### src/smv_pkg.sv
// ----------------------------------------------------------------------------
// Servo move tracker package
// Widths, constants and command codes shared by the servo move tracker.
// ----------------------------------------------------------------------------
package smv_pkg;

    // Fixed-point format of angles and width of the elapsed-tick counter.
    localparam int FRAC_BITS  = 10;
    localparam int TICK_BITS  = 20;

    // Field widths.
    localparam int MODE_W     = 3;
    localparam int POS_W      = 19;
    localparam int SPEED_W    = 16;
    localparam int CMP_W      = 7;
    localparam int ANGLE_W    = FRAC_BITS + 8;            // holds 180 degrees
    localparam int MOVE_W     = ANGLE_W + 1;              // signed move
    localparam int CALC_W     = MOVE_W + 1;               // signed estimate math
    localparam int POSC_W     = (POS_W > MOVE_W) ? POS_W : MOVE_W;
    localparam int TRAVEL_W   = TICK_BITS + SPEED_W;

    // Angle and counter limits.
    localparam logic [ANGLE_W-1:0]   FULL_ANGLE  = ANGLE_W'(180) << FRAC_BITS;
    localparam logic [TICK_BITS-1:0] TICK_MAX    = '1;
    localparam logic [SPEED_W-1:0]   SPEED_RESET = SPEED_W'(600);

    // Compare value = target * 100 / (180 << FRAC_BITS) + 25.
    // The ratio 100/180 is 5/9: first x = (5 * target) >> FRAC_BITS, which
    // stays at or below 900, then x / 9 as (x * 911) >> 13, exact below 1170.
    localparam int               SCALED_W   = ANGLE_W + 3;
    localparam int               X_W        = SCALED_W - FRAC_BITS;
    localparam int               RECIP_W    = 10;
    localparam logic [RECIP_W-1:0] DIV9_RECIP = RECIP_W'(911);
    localparam int               DIV9_SHIFT = 13;
    localparam logic [CMP_W-1:0] CMP_OFFSET = CMP_W'(25);

    typedef enum logic [MODE_W-1:0] {
        MODE_TICK   = 3'd0,
        MODE_SET    = 3'd1,
        MODE_FORCE  = 3'd2,
        MODE_STOP   = 3'd3,
        MODE_INIT   = 3'd4
    } mode_t;

endpackage

### src/servo_move_tracker.sv
// ----------------------------------------------------------------------------
// Servo move tracker
// Tracks hobby servo commands: target, PWM compare, move completion and an
// interpolated position estimate, one result item per input item.
// ----------------------------------------------------------------------------
// Output: the result item for an input item is held in the result register and
// appears in the cycle after the input item is accepted.
// Throughput: one item per cycle while the output does not stall; the critical
// path is the tick-by-speed multiplier followed by the completion compare and the estimate adder.
// Reset: target 0, move 0, elapsed counter saturated, output stopped, speed 600,
// result register empty.
module servo_move_tracker
    import smv_pkg::*;
(
    input  logic                       clk,
    input  logic                       rst_n,

    input  logic                       cfg_we,
    input  logic [SPEED_W-1:0]         cfg_data,

    input  logic                       in_valid,
    output logic                       in_stall,
    input  logic [MODE_W-1:0]          mode,
    input  logic signed [POS_W-1:0]    position,

    output logic                       out_valid,
    input  logic                       out_stall,
    output logic [CMP_W-1:0]           compare_value,
    output logic                       accepted,
    output logic                       available,
    output logic [ANGLE_W-1:0]         estimated_position
);

    // ------------------------------------------------------------------------
    // State registers. The move speed is the only configuration register.
    // ------------------------------------------------------------------------
    logic [SPEED_W-1:0]        speed_reg;
    logic [ANGLE_W-1:0]        target_reg,  target_next;
    logic signed [MOVE_W-1:0]  move_reg,    move_next;
    logic [TICK_BITS-1:0]      elapsed_reg, elapsed_next;
    logic                      enabled_reg, enabled_next;

    // Result register.
    logic                      out_valid_reg;
    logic [CMP_W-1:0]          compare_reg,   compare_next;
    logic                      accepted_reg,  accepted_next;
    logic                      available_reg, available_next;
    logic [ANGLE_W-1:0]        estimate_reg,  estimate_next;

    logic                      accept;

    // Working signals of the combinational update.
    logic [TRAVEL_W-1:0]       travel_cur;
    logic [TRAVEL_W-1:0]       travel_new;
    logic [ANGLE_W-1:0]        mag_cur;
    logic [ANGLE_W-1:0]        mag_new;
    logic                      avail_cur;
    logic signed [POSC_W-1:0]  pos_wide;
    logic [ANGLE_W-1:0]        pos_clamped;
    logic signed [CALC_W-1:0]  prev_target;
    logic signed [CALC_W-1:0]  travel_short;
    logic signed [CALC_W-1:0]  estimate_wide;
    logic [SCALED_W-1:0]       scaled;
    logic [X_W+RECIP_W-1:0]    quot_prod;

    // The result register is one deep: a new item is taken whenever it is
    // empty or its item leaves in the same cycle.
    assign in_stall = out_valid_reg && out_stall;
    assign accept   = in_valid && !in_stall;

    // The travel since the last set is elapsed ticks times speed. Only the
    // current travel is multiplied; the travel after the item follows from it
    // with at most one add, because a tick adds exactly one speed step, a set
    // restarts at zero and init saturates the counter.
    assign travel_cur = TRAVEL_W'(elapsed_reg) * TRAVEL_W'(speed_reg);
    assign mag_cur    = move_reg[MOVE_W-1] ? ANGLE_W'(-move_reg) : ANGLE_W'(move_reg);
    assign avail_cur  = travel_cur > TRAVEL_W'(mag_cur);

    // Clamp the requested angle to the usable range of zero to 180 degrees.
    assign pos_wide = POSC_W'(position);

    always_comb
    begin
        if (pos_wide < 0)
        begin
            pos_clamped = '0;
        end
        else if (pos_wide > $signed(POSC_W'(FULL_ANGLE)))
        begin
            pos_clamped = FULL_ANGLE;
        end
        else
        begin
            pos_clamped = ANGLE_W'(pos_wide);
        end
    end

    // Next state and the result item.
    always_comb
    begin
        target_next   = target_reg;
        move_next     = move_reg;
        elapsed_next  = elapsed_reg;
        enabled_next  = enabled_reg;
        travel_new    = travel_cur;
        accepted_next = 1'b0;

        case (mode_t'(mode))
            MODE_TICK:
            begin
                if (elapsed_reg != TICK_MAX)
                begin
                    elapsed_next = elapsed_reg + 1'b1;
                    travel_new   = travel_cur + TRAVEL_W'(speed_reg);
                end
            end
            MODE_SET, MODE_FORCE:
            begin
                // A plain set applies only once the last move is judged complete; else it is refused.
                if (mode_t'(mode) == MODE_FORCE || avail_cur)
                begin
                    target_next   = pos_clamped;
                    move_next     = MOVE_W'($signed({1'b0, pos_clamped}))
                                  - MOVE_W'($signed({1'b0, target_reg}));
                    elapsed_next  = '0;
                    travel_new    = '0;
                    accepted_next = 1'b1;
                end
            end
            MODE_STOP:
            begin
                enabled_next = 1'b0;
            end
            MODE_INIT:
            begin
                target_next   = pos_clamped;
                move_next     = '0;
                elapsed_next  = TICK_MAX;
                travel_new    = (TRAVEL_W'(speed_reg) << TICK_BITS) - TRAVEL_W'(speed_reg);
                enabled_next  = 1'b1;
                accepted_next = 1'b1;
            end
            default:
            begin
                // Unused codes leave everything alone, time included.
            end
        endcase

        mag_new        = move_next[MOVE_W-1] ? ANGLE_W'(-move_next) : ANGLE_W'(move_next);
        available_next = travel_new > TRAVEL_W'(mag_new);

        // While the move is not complete the travel is at most the move's
        // size, so it fits the angle width and the estimate stays in range.
        prev_target   = CALC_W'($signed({1'b0, target_next})) - CALC_W'(move_next);
        travel_short  = CALC_W'($signed({1'b0, travel_new[ANGLE_W-1:0]}));
        if (move_next > 0)
        begin
            estimate_wide = prev_target + travel_short;
        end
        else
        begin
            estimate_wide = prev_target - travel_short;
        end
        estimate_next = available_next ? target_next : ANGLE_W'(estimate_wide);

        // PWM compare from the new target, or zero while the output is stopped.
        scaled    = {target_next, 2'b00} + SCALED_W'(target_next);
        quot_prod = (X_W+RECIP_W)'(scaled[SCALED_W-1:FRAC_BITS]) * (X_W+RECIP_W)'(DIV9_RECIP);
        if (enabled_next)
        begin
            compare_next = quot_prod[DIV9_SHIFT +: CMP_W] + CMP_OFFSET;
        end
        else
        begin
            compare_next = '0;
        end
    end

    // Control and state registers.
    always_ff @(posedge clk or negedge rst_n)
    begin
        if (!rst_n)
        begin
            speed_reg     <= SPEED_RESET;
            target_reg    <= '0;
            move_reg      <= '0;
            elapsed_reg   <= TICK_MAX;
            enabled_reg   <= 1'b0;
            out_valid_reg <= 1'b0;
        end
        else
        begin
            if (cfg_we)
            begin
                speed_reg <= cfg_data;
            end
            if (accept)
            begin
                target_reg    <= target_next;
                move_reg      <= move_next;
                elapsed_reg   <= elapsed_next;
                enabled_reg   <= enabled_next;
                out_valid_reg <= 1'b1;
            end
            else if (!out_stall)
            begin
                out_valid_reg <= 1'b0;
            end
        end
    end

    // Result payload; it loads only with a new item, so it holds while stalled.
    always_ff @(posedge clk)
    begin
        if (accept)
        begin
            compare_reg   <= compare_next;
            accepted_reg  <= accepted_next;
            available_reg <= available_next;
            estimate_reg  <= estimate_next;
        end
    end

    assign out_valid          = out_valid_reg;
    assign compare_value      = compare_reg;
    assign accepted           = accepted_reg;
    assign available          = available_reg;
    assign estimated_position = estimate_reg;

    // ------------------------------------------------------------------------
    // Assertions
    // ------------------------------------------------------------------------

    // The target never leaves the usable range.
    assert property (@(posedge clk) disable iff (!rst_n)
        target_reg <= FULL_ANGLE)
        else $error("target angle beyond 180 degrees");

    // A tick advances an unsaturated counter by exactly one.
    assert property (@(posedge clk) disable iff (!rst_n)
        (accept && mode == MODE_TICK && elapsed_reg != TICK_MAX)
        |=> elapsed_reg == $past(elapsed_reg) + 1'b1)
        else $error("tick did not advance the elapsed counter");

    // A forced set is always taken and restarts the counter.
    assert property (@(posedge clk) disable iff (!rst_n)
        (accept && mode == MODE_FORCE) |=> (accepted_reg && elapsed_reg == '0))
        else $error("forced set not applied");

    // A stop item reports a zero compare value.
    assert property (@(posedge clk) disable iff (!rst_n)
        (accept && mode == MODE_STOP) |=> (compare_reg == '0 && !accepted_reg))
        else $error("stop item left the output running");

    // A completed move reports the target itself as the estimate.
    assert property (@(posedge clk) disable iff (!rst_n)
        (out_valid_reg && available_reg) |-> estimate_reg == target_reg)
        else $error("estimate differs from target after a completed move");

endmodule
### config.mk
export PLATFORM = sky130hd
export DESIGN_NAME = servo_move_tracker
export DESIGN_NICKNAME = d
export VERILOG_FILES = /design/src/smv_pkg.sv /design/src/servo_move_tracker.sv
export SDC_FILE = /design/constraint.sdc
export NUM_CORES = 1
export LEC_CHECK = 0
export BUFFER_PORTS_ARGS = -buffer_cell sky130_fd_sc_hd__buf_2
export CORE_MARGIN = 2
export CORE_UTILIZATION = 38
export CTS_BUF_LIST = sky130_fd_sc_hd__clkbuf_8 sky130_fd_sc_hd__clkbuf_16
export DETAILED_ROUTE_END_ITERATION = 10
export PLACE_DENSITY = 0.65
export SLEW_MARGIN = 40
export SYNTH_ARGS = -nofsm -noshare
export SYNTH_HDL_FRONTEND = slang
export SYNTH_SLANG_ARGS = --single-unit
### constraint.sdc
create_clock -name clk -period 38.4 [get_ports clk]
set_clock_uncertainty 0.2 [all_clocks]
set_input_delay 5.76 -clock clk [delete_from_list [all_inputs] [get_ports clk]]
set_output_delay 5.76 -clock clk [all_outputs]
set_load 0.005 [all_outputs]
Word level (Yosys, flattened, before mapping)
Cells that the tools add are included.
{"block": "op_classes", "add_sub_neg": 11, "multipliers": 2, "order_cmp": 5, "eq_ne": 8, "mux": 21, "reduce_logical": 8}
{"op": "$mux 18", "n": 7}
{"op": "$pmux 36 s3", "n": 1}
{"op": "$gt 36x18->1", "n": 2}
{"op": "$mux 36", "n": 2}
{"op": "$pmux 20 s3", "n": 1}
{"op": "$mux 20", "n": 2}
{"op": "$pmux 19 s2", "n": 1}
{"op": "$add 36x16->36", "n": 1}
{"op": "$mul 20x16->36", "n": 1}
{"op": "$neg 18->18", "n": 2}
{"op": "$pmux 18 s2", "n": 1}
{"op": "$sub 18x18->18", "n": 2}
{"op": "$sub 36x16->36", "n": 1}
{"op": "$add 20x18->21", "n": 1}
{"op": "$add 20x1->20 const B", "n": 1}
{"op": "$mul 11x10->20 const B", "n": 1}
{"op": "$ne 20x20->1 const B", "n": 1}
{"op": "$gt 19x1->1 const B", "n": 1}
{"op": "$gt 19x19->1 const B", "n": 1}
{"op": "$lt 19x1->1 const B", "n": 1}
{"op": "$mux 19", "n": 1}
{"op": "$sub 18x18->19", "n": 1}
{"op": "$add 18x18->18", "n": 1}
{"op": "$add 7x5->7 const B", "n": 1}
{"op": "14 further kinds", "n": 20}
{"block": "word_totals", "reg_bits": 102, "inputBits": 43, "out_inout_bits": 29, "word_cells": 65}

Logic depth before layout (Yosys ltp)
Gate-level depths: netlist (run 1).
{"block": "depth", "depth_word": 10, "mapped_depth": 71, "mapped_depth_nobuf": 69}

Worst setup path before layout (run 1)
OpenSTA, ideal clock, no wires.
{"block": "synth_path", "kind": "register to register", "from": "register speed_reg[9]", "to": "register compare_reg[6], in the netlist compare_value[6] (data pin)", "arrival_time_ns": 15.537, "setup_slack_ns": 22.398, "stages_incl_launch_ff": 68, "path_buffers": 5, "cell_sequence": "dfstp_2 > clkbuf_1 > clkbuf_1 > nand2_1 > fa_1 > inv_1 > fa_1 > inv_1 > fa_1 > inv_1 > fa_1 > fa_1 > inv_1 > fa_1 > inv_1 > ha_1 > buf_2 > and3_1 > [32 not listed] > ha_1 > ha_1 > inv_1 > fa_1 > inv_1 > fa_1 > inv_1 > fa_1 > inv_1 > ha_1 > a2111oi_0 > nor3_1 > o31ai_1 > a221oi_1 > a311oi_1 > nor4b_1 > a31oi_1 > nand3_1"}
{"block": "synth_via", "elab_chain_len": 8}
{"element": "from (decl)", "line": "servo_move_tracker.sv:37", "source": "logic [SPEED_W-1:0] speed_reg;"}
{"element": "from (signal assigned)", "line": "servo_move_tracker.sv:195", "source": "speed_reg <= cfg_data;"}
{"element": "$mul 20x16->36", "line": "servo_move_tracker.sv:75", "source": "assign travel_cur = TRAVEL_W'(elapsed_reg) * TRAVEL_W'(speed_reg);"}
{"element": "$gt 36x18->1", "line": "servo_move_tracker.sv:77", "source": "assign avail_cur = travel_cur > TRAVEL_W'(mag_cur);"}
{"element": "$logic_or 1x1->1", "line": "servo_move_tracker.sv:120", "source": "if (mode_t'(mode) == MODE_FORCE || avail_cur)"}
{"element": "$mux 18", "line": "servo_move_tracker.sv:120"}
{"element": "$pmux 18 s2", "line": "servo_move_tracker.sv:108", "source": "case (mode_t'(mode))"}
{"element": "net target_next[8]", "line": "servo_move_tracker.sv:38", "source": "logic [ANGLE_W-1:0] target_reg, target_next;"}
{"element": "$add 20x18->21", "line": "servo_move_tracker.sv:167", "source": "scaled = {target_next, 2'b00} + SCALED_W'(target_next);"}
{"element": "$mul 11x10->20", "line": "servo_move_tracker.sv:168", "source": "quot_prod = (X_W+RECIP_W)'(scaled[SCALED_W-1:FRAC_BITS]) * (X_W+RECIP_W)'(DIV9_RECIP);"}
{"element": "$add 7x5->7", "line": "servo_move_tracker.sv:171", "source": "compare_next = quot_prod[DIV9_SHIFT +: CMP_W] + CMP_OFFSET;"}
{"element": "to (signal assigned)", "line": "servo_move_tracker.sv:217", "source": "compare_reg <= compare_next;"}
{"element": "to (decl)", "line": "servo_move_tracker.sv:45", "source": "logic [CMP_W-1:0] compare_reg, compare_next;"}
The timed path passes the listed nets, and every way through them passes these cells.
A chain may end at the register's enable or synchronous reset.

Worst setup path after layout (run 1)
Ends and elaborated chain as after synthesis.

==> key figures, run 1 <==
Run status
  – Status: finished clean

Cells and area
  – Share of layout cells above drive strength 1: 0.0654
  – Nets@finish: 3706
  – Number of flip-flops in the largest register: 20
  – Diode count: 0
  – # fillers: 6768
  – Final instance area: 0.0266 mm²
  – Area growth syn-to-layout: 5.49%

Clocking
  – CTS tree: done
  – Clk sink count: 102
  – TritonCTS buffer count: 9
  – H-Tree Depth: 3
  – Max Buffers Root-to-Sink: 2
  – CTS clk-pin slew, worst paths: 0.08 ns
  – CTS Hold Buffers Added: 0
  – Skew-Pair Late Insertion Delay: 0.39 ns
  – Number of instances resized during post-cts repair: 0
  – Post-CTS setup buffer count: 0
  – Root Buffer: clkbuf_16

Synth
  – Post-synth top cells: 466 x inv_1, 365 x nand2_1, 292 x ha_1
  – Ys flop type: dfrtp_1
  – Post-synth EDFFs: 27
  – Synth Register Bits: 102
  – Yosys warns: 0
  – Syn_nets: 3759
  – Mapped Cells: 3152
  – Post-synth top area cell: fa_1
  – Count leader, synth: inv_1
  – Synth top area share: 0.216
  – Cell Area, Synth: 0.0252 mm²
  – Count of cell types in the netlist: 99
  – Synth async-reset ratio: 0.735
  – Ranking of synthesized cells by area: fa_1 22%, ha_1 15%, inv_1 6.9%
  – Mean Syn Cell Area: 7.99 µm²
  – Seq/Total Area, Yosys: 0.108

Worst setup path
  – Crit path max-delay cell type: dfstp_2
  – Reg2Reg Setup Slack: 20.76 ns
  – Worst EP arrival: 17.58 ns
  – Worst r2r src: speed_reg[9]
  – Worst setup SP type: register
  – Reg2reg end: compare_value[6]
  – Worst EP required: 38.34 ns
  – Worst Path Class, Setup: register to register
  – FF-to-FF path depth: 63
  – CP dominant cell by count: inv_1
  – CP Capture Type: register
  – Slowest stage delay, CP: 0.97 ns
  – Crit-path max FO: 31

Detailed routing
  – First-pass DRT Iterations: 5
  – WL/cell: 18.2 µm
  – Post-route ant nets: 0
  – DRC: 0
  – Vias: 21.9k
  – Via-to-Cell Ratio: 5.51
  – 1st-iter DRT viols: 1746
  – Routed wire length: 72.1 mm

Placement
  – Final HPWL DP: 57.5 mm
  – Number of port buffers: 71
  – Pre-CTS WS: 20.71 ns
  – Cell Area, Placed: 0.0262 mm²
  – Final Wtd Congestion: 0.961

Floorplan
  – Core area: 0.0656 mm²
  – Die ar.: 0.0683 mm²
  – Std-Cell Rows: 94
  – Die width: 261 µm
  – I/O pin cnt: 72
  – Initial Util: 0.384
  – Die extent in y: 261 µm

Global routing
  – Total GRT Usage: 0.213
  – Initial antenna violation count: 1
  – Pin count of the biggest net entering global routing: 72
  – Vias in the first global route: 21.2k
  – First-pass GRT wire length: 116 mm
  – GR Overflow Total: 0

Timing
  – Hold WS: 0.306 ns
  – Setup violators final: 0
  – Post-layout min period: 17.64 ns
  – Setup WS post-layout: 20.76 ns
  – Actual slew at the worst max-slew pin: 0.866 ns
  – Hold Vio Cnt, Final: 0
  – Slew Limit Fails: 0
  – Slew margin rel.: 0.419
  – Fmax: 56.7 MHz
  – Setup_tns: 0 ns
  – RSZ-0062 raised after global routing: false
  – Final period util: 0.459

Min path
  – Hold Startpoint: enabled_reg
  – Worst hold endpoint: enabled_reg
  – HP Class: register to register
  – Worst Hold Depth: 2

Run
  – Max-cap violations: 0
[through the flow]
step                      instances   util
after floorplan                3152      -
after global routing           3968  0.405
final                          3968  0.405
after global placement         3952  0.399
after CTS                      3968  0.405
after detailed placement       3952  0.399
[cells by family (layout without fill, tap and decap cells)]
kind of cell,after synthesis,in the layout,share of synthesized area
AOI/OAI and AO/OA,644,644,0.167
xor gates and xnor gates,162,162,0.0566
adders and majority gates,567,567,0.363
buffers and inverters,625,577,0.0941
DFF,102,102,0.108
muxes,33,33,0.0140
and+or+nand+nor,1019,1019,0.198
[metal layers]
layer	share of wire	up-vias	global-route usage
met1	0.45	10700	0.295
li1	-	10400	-
met2	0.47	677	0.359
met3	0.058	85	0.0251
met4	0.016	0	0.0412
met5	0	-	0
[placed cells by master, fill, tap and decap left out, drive strengths merged, types with 17 or more instances in the layout]
cell type / netlist / layout
nand2: 365 / 365
and2: 161 / 161
nor2: 187 / 187
fa: 272 / 272
a21oi: 162 / 162
dfstp: 24 / 24
and3: 29 / 29
nor4: 19 / 19
nor3: 54 / 54
xnor2: 98 / 98
a21o: 56 / 56
buf: 23 / 92
ha: 292 / 292
o211ai: 21 / 21
nand4: 24 / 24
nor2b: 29 / 29
nand3: 47 / 47
edfxtp: 27 / 27
inv: 467 / 467
a31oi: 36 / 36
xor2: 64 / 64
mux2: 17 / 17
o21ai: 173 / 173
dfrtp: 51 / 51
nand2b: 19 / 19
or3: 28 / 28
o21a: 22 / 22
[critical path: cells and delay by family, from the launching register on]
family / cells / cell delay [ns]
fa+ha+maj: 15 / 6.33
xor+xnor: 1 / 0.37
simple gates: 15 / 2.81
compound gates: 19 / 5.30
flops: 1 / 0.97
buf+inv: 13 / 1.34
[worst max path at each step]
stage	from	endpoint	slack, ns	cells past startpoint
after floorplan	speed_reg[9]	compare_value[6]	22.40	67
after global placement	speed_reg[7]	compare_value[6]	20.92	65
after detailed placement	speed_reg[9]	compare_value[6]	20.71	63
after CTS	speed_reg[15]	compare_value[6]	20.69	62
after global routing	speed_reg[9]	compare_value[6]	19.36	63
final	speed_reg[9]	compare_value[6]	20.76	63
[final cells by class]
class	instances	area (µm²)	share of cell area
inverter	469	1760	0.0663
timing repair buffer	92	515	0.0194
clock buffer	9	225	0.00848
multi-input combinational	2425	20100	0.758
clock inverter	7	113	0.00424
sequential	102	2730	0.103
tap	864	1080	0.0407
Power of run 1 is not shown: default switching activity piles up to over one toggle a cycle in this logic, so the estimate is an artifact.
==> run 2, diff against run 1 <==
PLACE_DENSITY = 0.67   (was 0.65)
clock period = 15.9 ns   (was 38.4 ns; I/O delays follow)
==> key figures, run 2 (same netlist as run 1, synthesis figures left out) <==
Placement
  – Pre-CTS WS: 0.0393 ns (-20.67 ns)
  – Final HPWL DP: 58.9 mm (+2.4%)
  – Final Wtd Congestion: 0.946 (-1.7%)
  – Number of port buffers: 71 (unchanged)

Cells and area
  – Area growth syn-to-layout: 11.3%
  – # fillers: 6552 (-3.2%)
  – Number of flip-flops in the largest register: 20 (unchanged)
  – Share of layout cells above drive strength 1: 0.119 (+0.0534)
  – Diode count: 0 (unchanged)
  – Nets@finish: 3833 (+3.4%)
  – Most common cell after layout, fill and taps aside: inv_1
  – Most frequent cells in the layout: 460 x inv_1, 363 x nand2_1, 280 x ha_1

Floorplan
  – Die extent in y: 261 µm (unchanged)
  – Die width: 261 µm (unchanged)
  – I/O pin cnt: 72 (unchanged)
  – Std-Cell Rows: 94 (unchanged)
  – Core area: 0.0656 mm² (unchanged)
  – Initial Util: 0.384 (unchanged)
  – Die ar.: 0.0683 mm² (unchanged)

Run
  – Max-cap violations: 0 (unchanged)

Worst setup path
  – CP Capture Type: register
  – Worst EP required: 15.84 ns (-22.50 ns)
  – Slowest stage delay, CP: 0.65 ns (-0.32 ns)
  – Worst Path Class, Setup: register to register
  – Worst EP arrival: 15.14 ns (-2.44 ns)
  – Worst setup SP type: register
  – CP dominant cell by count: fa_1
  – Family with the most delay on the worst path: adder cells
  – Crit-path max FO: 10 (-68%)
  – Worst Path Buf+Inv: 11 (-2)
  – Crit path max-delay cell type: dfstp_2

Timing
  – Slew Limit Fails: 0 (unchanged)
  – Fmax: 65.8 MHz (+16%)
  – Hold Vio Cnt, Final: 0 (unchanged)
  – Actual slew at the worst max-slew pin: 0.831 ns (-0.0345 ns)
  – Post-layout min period: 15.20 ns (-2.45 ns)
  – Setup violators final: 0 (unchanged)
  – Setup WS post-layout: 0.704 ns (-20.05 ns)
  – Slew margin rel.: 0.444 (+0.0256)
  – Final period util: 0.956 (+0.496)

Global routing
  – First-pass GRT wire length: 117 mm (+0.94%)
  – Total GRT Usage: 0.213 (about the same)
  – Pin count of the biggest net entering global routing: 72 (unchanged)
  – Vias in the first global route: 21.7k (+2.6%)
  – GR Overflow Total: 0 (unchanged)
  – Initial antenna violation count: 2 (+1)

Detailed routing
  – Post-route ant nets: 0 (unchanged)
  – Via-to-Cell Ratio: 5.47 (-0.69%)
  – WL/cell: 17.7 µm (-2.9%)
  – 1st-iter DRT viols: 1767 (+1.2%)
  – Routed wire length: 72.3 mm (+0.21%)
  – First-pass DRT Iterations: 6 (+1)
  – DRC: 0 (unchanged)
  – Vias: 22.4k (+2.5%)

Min path
  – HP Class: register to register

Clocking
  – Skew-Pair Late Insertion Delay: 0.39 ns (about the same)
  – CTS tree: done
  – CTS clk-pin slew, worst paths: 0.08 ns (about the same)
  – H-Tree Depth: 3 (unchanged)
  – Max Buffers Root-to-Sink: 2 (unchanged)
  – Clk sink count: 102 (unchanged)
  – Root Buffer: clkbuf_16
  – TritonCTS buffer count: 9 (unchanged)

Run status
  – Status: finished clean
[run 2: changes by cell type in the layout (fill, tap and decap cells not counted), moves of 6 or more]
cell	before	now
a21oi_2	1	8
buf_6	0	8
inv_2	1	7
buf_4	22	135
ha_4	0	11
a21oi_1	161	153
inv_1	466	460
ha_1	292	280
[run 2: stage by stage]
| step | std cells | util | instance area (µm²) | hold WS (ns) | TNS, ns |
|---|---|---|---|---|---|
| 6_report | 4095 | 0.427 | 28000 | 0.319 | 0 |
| 5_1_grt | 4095 | 0.427 | 28000 | 0.361 | -0.0636 |
| 4_1_cts | 4060 | 0.415 | 27200 | 0.320 | 0 |
| 3_5_place_dp | 4043 | 0.410 | 26900 | 0.301 | 0 |
| 3_3_place_gp | 4043 | 0.410 | 26900 | 0.289 | 0 |
| 2_1_floorplan | 3152 | - | 25200 | 0.266 | 0 |
[run 2: worst register-to-register path: cells and delay by family (launching register included)]
kind                       cells  cell delay (ns)
and+or+nand+nor               14             2.76
DFF                            1             0.65
adders and majority gates     14             6.18
buffers and inverters         11             1.19
xor gates and xnor gates       2             0.32
AOI/OAI and AO/OA             17             3.68
[run 2: per-layer routing]
metal	vias up	routed length, µm	global-route usage
li1	10700	-	-
met4	2	1450	0.0436
met3	95	3960	0.0293
met5	-	13	0
met1	11000	32000	0.288
met2	613	34900	0.363
[run 2: area by class of cell]
| cell class | count | area (µm²) | area share |
|---|---|---|---|
| Clock buffer | 10 | 239 | 0.00853 |
| Multi-Input combinational cell | 2425 | 20600 | 0.733 |
| Inverter | 469 | 1760 | 0.0628 |
| Clock inverter | 6 | 80.1 | 0.00286 |
| Tap cell | 864 | 1080 | 0.0386 |
| Timing Repair Buffer | 219 | 1580 | 0.0563 |
| Sequential cell | 102 | 2730 | 0.0975 |
[run 2: final timing paths]
kind | startpoint | to | slack (ns) | cells past startpoint
worst max-delay path | elapsed_reg[10] | compare_value[6] | 0.70 | 58
worst min-delay path | enabled_reg | enabled_reg | 0.32 | 2
min in group asynchronous | rst_n | speed_reg[7] | 1.77 | 1
worst max register to register | elapsed_reg[10] | compare_value[6] | 0.70 | 58
max in group asynchronous | rst_n | speed_reg[0] | 12.71 | 2
worst min register to register | enabled_reg | enabled_reg | 0.32 | 2
[run 2: what timing repair did]
item	CTS	global route
cloned	0	2
hold buffers	0	0
buffers inserted	1	33
pin swaps	1	31
gates resized for setup	1	95
setup endpoints to repair	1	7
Power of run 2 is left out for the same reason.
==> run 3, diff against run 2 <==
ABC_AREA = 1   (was not set)
SKIP_LAST_GASP = 1   (was not set)
==> key figures, run 3 <==
Min path
  – HP Class: register to register

Timing
  – Actual slew at the worst max-slew pin: 0.899 ns (+0.0679 ns)
  – Setup violators final: 0 (unchanged)
  – Fmax: 68.2 MHz (+3.6%)
  – Post-layout min period: 14.67 ns (-0.529 ns)
  – Hold Vio Cnt, Final: 0 (unchanged)
  – Slew margin rel.: 0.393 (-0.0518)
  – RSZ-0062 raised after global routing: false
  – Final period util: 0.922 (-0.0333)
  – Slew Limit Fails: 0 (unchanged)
  – Setup_tns: 0 ns (unchanged)

Floorplan
  – Die ar.: 0.0718 mm² (+5.1%)
  – Initial Util: 0.385 (+0.00122)
  – Die extent in y: 268 µm (+2.5%)
  – Core area: 0.0688 mm² (+4.9%)
  – Die width: 268 µm (+2.5%)
  – I/O pin cnt: 72 (unchanged)
  – Std-Cell Rows: 96 (+2.1%)

Worst setup path
  – CP dominant cell by count: inv_1
  – CP Capture Type: register
  – Crit-path max FO: 41 (+31)
  – Worst EP required: 15.81 ns (-0.03 ns)
  – Family with the most delay on the worst path: adder cells
  – Worst EP arrival: 14.57 ns (-0.57 ns)
  – Worst Path Class, Setup: register to register
  – Slowest stage delay, CP: 0.74 ns (+0.09 ns)
  – Crit path max-delay cell type: dfrtp_1
  – Worst Path Buf+Inv: 13 (+2)
  – Worst setup SP type: register

Run status
  – Status: finished clean

Clocking
  – CTS tree: done
  – H-Tree Depth: 3 (unchanged)
  – Clk sink count: 102 (unchanged)
  – CTS clk-pin slew, worst paths: 0.08 ns (about the same)
  – Post-CTS setup buffer count: 0 (-1)
  – Skew-Pair Late Insertion Delay: 0.40 ns (about the same)
  – TritonCTS buffer count: 9 (unchanged)
  – Max Buffers Root-to-Sink: 2 (unchanged)
  – Root Buffer: clkbuf_16

Synth
  – Simple-Gate Fraction of Synth Area: 0.261 (+0.0629)
  – Multiplexer area fraction after synthesis: 0.000425 (-0.0135)
  – Post-synth top cells: 1099 x nand2_1, 899 x inv_1, 292 x ha_1
  – Combinational family with the most area after synthesis: adder cells
  – Post-synthesis xor/xnor area fraction: 0.0498 (-0.00682)
  – Yosys warns: 0 (unchanged)
  – Post-Synth Adder-Cell Area: 0.343 (-0.0191)
  – Syn_nets: 4542 (+21%)
  – Post-synthesis compound-gate area fraction: 0.0948 (-0.0722)
  – Count of cell types in the netlist: 72 (-27%)
  – Mean Syn Cell Area: 6.73 µm² (-16%)
  – Post-synth top area cell: fa_1
  – Ranking of synthesized cells by area: fa_1 21%, nand2_1 16%, ha_1 14%
  – Count leader, synth: nand2_1
  – Ys flop type: dfrtp_1
  – Synth async-reset ratio: 0.735 (unchanged)
  – Post-synth EDFFs: 27 (unchanged)
  – Synth Register Bits: 102 (unchanged)
  – Synth top area share: 0.206 (-0.0107)
  – Seq/Total Area, Yosys: 0.103 (-0.00534)
  – Cell Area, Synth: 0.0265 mm² (+5.2%)
  – Mapped Cells: 3935 (+25%)

Detailed routing
  – Met1 WL: 35.1 mm (+9.8%)
  – Routed wire length: 78.2 mm (+8.1%)
  – DRC: 0 (unchanged)
  – WL met2: 35.9 mm (+2.9%)
  – First-pass DRT Iterations: 6 (unchanged)
  – Post-route ant nets: 0 (unchanged)
  – Via-to-Cell Ratio: 5.02 (-8.3%)
  – Met3 WL post-DR: 5.12 mm (+29%)
  – 1st-iter DRT viols: 1746 (-1.2%)
  – Vias: 24.3k (+8.7%)
  – WL/cell: 16.1 µm (-8.8%)
  – Uppermost layer routed: met5

Global routing
  – Vias in the first global route: 23.9k (+10%)
  – First-pass GRT wire length: 126 mm (+7.6%)
  – GR Overflow Total: 0 (unchanged)
  – Pin count of the biggest net entering global routing: 67 (-6.9%)
  – Initial antenna violation count: 4 (+2)
  – Total GRT Usage: 0.222 (+0.00849)

Cells and area
  – Area growth syn-to-layout: 5.67%
  – Nets@finish: 4524 (+18%)
  – Most common cell after layout, fill and taps aside: nand2_1
  – Number of flip-flops in the largest register: 20 (unchanged)
  – Share of layout cells above drive strength 1: 0.0625 (-0.0564)
  – Diode count: 0 (unchanged)
  – Most frequent cells in the layout: 1099 x nand2_1, 899 x inv_1, 292 x ha_1

Run
  – Max-cap violations: 0 (unchanged)

Placement
  – Number of port buffers: 71 (unchanged)
  – Final Wtd Congestion: 0.961 (+1.6%)
  – Final HPWL DP: 64.9 mm (+10%)
-- run 3: cell types whose count changed after synthesis, moves of 50 or more --
cell and delta:
xnor2_1 -72, xor2_1 +53, inv_1 +433, nand3_1 +93, nand2_1 +734, and2_1 -156, nor2_1 +54, a21o_1 -50
-- run 3: final cells by class --
cell class	count	area, µm²
tap	931	1160
timing repair buffer	86	478
clock inverter	6	67.6
sequential	102	2730
inverter	914	3430
multi-input combinational	2804	19900
clock buffer	10	239
fill	7368	40800
-- run 3: worst paths after layout --
kind	startpoint	end	slack (ns)	cells past startpoint
min in group asynchronous	rst_n	target_reg[9]	1.64	1
worst min register to register	out_valid	out_valid	0.30	2
worst max-delay path	speed_reg[7]	compare_value[6]	1.23	62
worst min-delay path	out_valid	out_valid	0.30	2
worst max register to register	speed_reg[7]	compare_value[6]	1.23	62
max in group asynchronous	rst_n	speed_reg[12]	12.88	2
-- run 3: kinds of logic (layout without fill, tap and decap cells) --
group	count (synthesis)	after routing
DFF	102	102
AOI/OAI and AO/OA	437	437
buffers and inverters	1029	1016
xor gates and xnor gates	146	146
muxes	1	1
and+or+nand+nor	1656	1656
adders and majority gates	564	564
-- run 3: metal layers --
layer | up-vias | global-route usage
met5 | - | 0
li1 | 12000 | -
met2 | 730 | 0.368
met4 | 6 | 0.0575
met1 | 11500 | 0.299
met3 | 121 | 0.0363
-- run 3: stage by stage --
step	util	cell area, µm²	setup WS (ns)	instances	hold WS (ns)
2_1_floorplan	-	26500	2.20	3935	0.253
4_1_cts	0.407	28000	0.854	4853	0.300
3_3_place_gp	0.402	27600	1.07	4836	0.278
6_report	0.407	28000	1.23	4853	0.298
3_5_place_dp	0.402	27700	0.946	4837	0.283
5_1_grt	0.407	28000	0.183	4853	0.365
-- run 3: timing repair --
item / CTS / global route
resized for setup: 0 / 14
endpoints found under the hold margin: 0 / 0
hold buffers: 0 / 0
endpoints found under the setup margin: 0 / 5
-- run 3: worst reg2reg max path: cells and delay by family, from the launching register on --
| kind | cells | cell delay, ns |
|---|---|---|
| fa+ha+maj | 15 | 6.52 |
| compound gates | 9 | 2.05 |
| simple gates | 23 | 3.09 |
| flops | 1 | 0.74 |
| buf+inv | 13 | 1.04 |
| xor+xnor | 2 | 0.76 |
Power of run 3 is left out for the same reason.
